$ cat src/pba_pkg.sv
package pba_pkg;

  localparam int ADDR_W   = 48;
  localparam int LOG2_W   = 5;
  localparam int STATUS_W = 2;
  localparam int CFG_IDX_W = 2;

  localparam logic [STATUS_W-1:0] ST_OK       = 2'd0;
  localparam logic [STATUS_W-1:0] ST_NO_MEM   = 2'd1;
  localparam logic [STATUS_W-1:0] ST_REJECTED = 2'd2;

  localparam logic [CFG_IDX_W-1:0] CFG_REGION_START = 2'd0;
  localparam logic [CFG_IDX_W-1:0] CFG_REGION_END   = 2'd1;
  localparam logic [CFG_IDX_W-1:0] CFG_PAGE_LOG2    = 2'd2;

  localparam logic CMD_ALLOC = 1'b0;
  localparam logic CMD_FREE  = 1'b1;

  localparam logic [LOG2_W-1:0] PAGE_LOG2_RESET = 5'd12;

  typedef struct packed {
    logic              command;
    logic [ADDR_W-1:0] address;
  } pba_in_t;

  typedef struct packed {
    logic [STATUS_W-1:0] status;
    logic [ADDR_W-1:0]   page_address;
    logic                region_aligned;
  } pba_out_t;

  typedef enum logic [1:0] {
    S_IDLE = 2'b01,
    S_READ = 2'b10
  } pba_state_t;

endpackage

$ cat src/pba_outq.sv
module pba_outq
  import pba_pkg::*;
(
  input  logic     clk,
  input  logic     rst_n,
  input  logic     push,
  input  pba_out_t push_data,
  output logic     full,
  output logic     out_valid,
  input  logic     out_ready,
  output pba_out_t out_data
);

  logic     out_valid_r, out_valid_nxt;
  logic     skid_valid_r, skid_valid_nxt;
  pba_out_t out_r, out_nxt;
  pba_out_t skid_r, skid_nxt;
  logic     pop;

  assign pop = out_valid_r && out_ready;

  always_comb begin
    out_valid_nxt  = out_valid_r;
    skid_valid_nxt = skid_valid_r;
    out_nxt        = out_r;
    skid_nxt       = skid_r;
    if (pop) begin
      if (skid_valid_r) begin
        out_nxt        = skid_r;
        skid_valid_nxt = 1'b0;
      end else begin
        out_valid_nxt = 1'b0;
      end
    end
    if (push) begin
      if (!out_valid_nxt) begin
        out_nxt       = push_data;
        out_valid_nxt = 1'b1;
      end else begin
        skid_nxt       = push_data;
        skid_valid_nxt = 1'b1;
      end
    end
  end

  always_ff @(posedge clk) begin
    if (!rst_n) begin
      out_valid_r  <= 1'b0;
      skid_valid_r <= 1'b0;
    end else begin
      out_valid_r  <= out_valid_nxt;
      skid_valid_r <= skid_valid_nxt;
    end
    out_r  <= out_nxt;
    skid_r <= skid_nxt;
  end

  assign full      = skid_valid_r;
  assign out_valid = out_valid_r;
  assign out_data  = out_r;

endmodule

$ cat config.mk
export PLATFORM = sky130hd
export DESIGN_NAME = pba_outq
export DESIGN_NICKNAME = d
export VERILOG_FILES = /design/src/pba_pkg.sv /design/src/pba_outq.sv
export SDC_FILE = /design/constraint.sdc
export NUM_CORES = 1
export LEC_CHECK = 0
export BUFFER_PORTS_ARGS = -buffer_cell sky130_fd_sc_hd__buf_2
export CORE_MARGIN = 10
export CORE_UTILIZATION = 35
export CTS_CLUSTER_SIZE = 10
export DETAILED_ROUTE_END_ITERATION = 8
export GPL_TIMING_DRIVEN = 1
export SETUP_SLACK_MARGIN = 0.3
export SLEW_MARGIN = 20
export SYNTH_ARGS = -nofsm -noshare
export SYNTH_HDL_FRONTEND = slang
export SYNTH_SLANG_ARGS = --single-unit
$ cat constraint.sdc
create_clock -name clk -period 3.2 [get_ports clk]
set_input_delay 0 -clock clk [delete_from_list [all_inputs] [get_ports clk]]
set_output_delay 0 -clock clk [all_outputs]
set_load 0.1 [all_outputs]
==> summary.txt <==
Slew Limit Fails: 0
non-filler cells, final: 646
Core Region: 11,320 um^2
Clk Latency, worst-skew pair: 0.34 ns
final count of hold timing violations: 0
crit path time final: 2.032 ns
HP Class: input port to register
layout cells sized above 1: 26.64%
setup-violating endpoint count in the final report: 0
sequential share of the synthesized area: 64.47%
Area growth syn-to-layout: 35.28%
# nets final: 553
vias in the first global route: 3,463
CP startpoint kind: register
placed insts: 576
worst slew pin tran: 0.6150 ns
sum of negative setup slack: 0 ns
min-delay src: out_ready
status: finished, final reports clean
CTS tree: done
CP required: 3.43 ns
all-layer global routing usage: 13.59%
Yosys warnings: 0
starting density of the core: 35.52%
CP max FO: 30
CTS Hold Bufs: 54
first-pass GRT wire length: 17,930 um
crit path DAT: 2.27 ns
CTS buffer count: 9
H-tree levels: 3
flops & latches, synth: 104
Vert. Die Dim: 127.2 um
Syn Inst Count: 348
CP startpoint: out_valid$_SDFF_PN0_
initial DRC count: 297
port bufs: 107
critical path type: register to register
vias per cell: 5.150
antenna cells: 0
Post CTS Setup Buffer Count: 0
Avg Synthesized Cell Area: 11.56 um^2
clock slew at reported path FFs: 0.07 ns
clk buf depth: 2
P_leak: 2.298 nW
headroom to the max-slew limit: 58.97%
R2R Path Start: out_valid$_SDFF_PN0_
DR WL/cell: 17.16 um
Critical Path End Type: register
die area: 16,180 um^2
DR vias: 3,327
GPL Wtd Cong: 0.7050
I/O pin count: 108
Final ANT Viol Nets: 0
power per cell area: 690.3 nW/um^2
largest net degree at the start of global routing: 52
period utilization: 63.50%
number of max-cap violations: 0
commonest non-fill, non-tap cell in the layout: buf_2
most frequent cells in the layout: buf_2, dlygate4sd3_1, dfxtp_1
cts repair resizes: 0
global route total overflow: 0
die width: 127.2 um
worst vdd ir: 362.2 uV
dpl hpwl: 6845 um
Worst Skew: 0.006444 ns
root buffer cell: clkbuf_16
Filler cells: 1,041
fmax: 0.4921 GHz
Post-Syn Area: 4021 um^2
CTS sink count: 104
Netlist cell types: 22
Syn Nets: 403
1st-pass router iterations: 5
total wire length: 11,090 um
hold_ws: 0.2325 ns
RSZ-0062 raised after global routing: false
Post-route DRC: 0
antenna violations before repair: 0
num rows: 39
power breakdown:
group,internal [mW],total (mW),switching (mW)
Clock,0.588,1.05,0.464
Sequential,1.51,1.59,0.0775
Combinational,0.233,1.12,0.883
Total,2.33,3.76,1.42
kinds of logic (layout without fill, tap and decap cells):
kind of cell	Yosys count	in the layout	share of synthesized area [%]
and+or+nand+nor	58	58	5.912
buffers and inverters	79	234	9.427
DFF	104	104	64.47
AOI/OAI and AO/OA	107	107	20.19
critical path, stage by stage (launching register included):
cell	delay, ns
dfxtp_2	0.32
buf_4	0.30
a21o_2	0.51
buf_4	0.42
nor2_1	0.08
a221oi_1	0.26
synth_stat cells:
library cell	instances	area share, %
o21ai_0	1	0.12
clkbuf_1	3	0.28
o21a_1	1	0.19
dfxtp_1	53	26
nand2b_4	1	0.34
a221oi_1	51	11
nor2b_1	1	0.16
buf_2	12	1.5
buf_1	1	0.093
a21o_1	1	0.19
and3_1	1	0.16
nor2_1	51	4.8
inv_1	51	4.8
a21boi_0	1	0.19
a21boi_4	1	0.47
buf_4	6	1.1
nand2_2	1	0.16
o22ai_1	51	7.9
nand2_1	2	0.19
edfxtp_1	51	38
and2_1	1	0.16
buf_6	6	1.7
metal layers:
layer / GRT usage, % / vias to the layer above / wire length [um]
met4: 5.157 / 0 / 184
li1: - / 1592 / -
met2: 21.93 / 126 / 5158
met3: 4.218 / 19 / 766
met5: 0 / - / 0
met1: 16.67 / 1590 / 4979
cell type report:
| cell class | instances | area, um^2 | area share, % |
|---|---|---|---|
| flip-flops and latches | 104 | 2594 | 47.68 |
| repair buffers | 167 | 1134 | 20.84 |
| multi-input cells | 165 | 1057 | 19.43 |
| clock buffers | 13 | 270.3 | 4.968 |
| inverters | 51 | 191.4 | 3.519 |
| well taps | 143 | 178.9 | 3.289 |
| clock inverters | 3 | 15.01 | 0.2760 |
per-stage QoR:
step           cell area, um^2  setup slack, ns  util, %  total power, mW
3_3_place_gp              4609            1.256    40.72            2.671
2_1_floorplan             4023           0.5392        -            2.488
5_1_grt                   5440            1.020    48.05            3.906
6_report                  5440            1.168    48.05            3.756
3_5_place_dp              4609            1.204    40.72            2.685
4_1_cts                   5435            1.178    48.01            3.787
flip-flops by register name, indices dropped and copies added (netlist names):
name / flops
full: 1
out_data: 51
out_valid: 1
skid_r: 51
worst paths after layout:
path	slack (ns)	cells after the start	endpoint
setup / recovery	1.17	5	out_data[30]$_DFF_P_
setup reg to reg	1.17	5	out_data[30]$_DFF_P_
hold reg to reg	0.51	2	out_data[48]$_DFF_P_
hold / removal	0.23	3	out_data[42]$_DFF_P_
No activity file was read; power rests on OpenSTA's default activity.
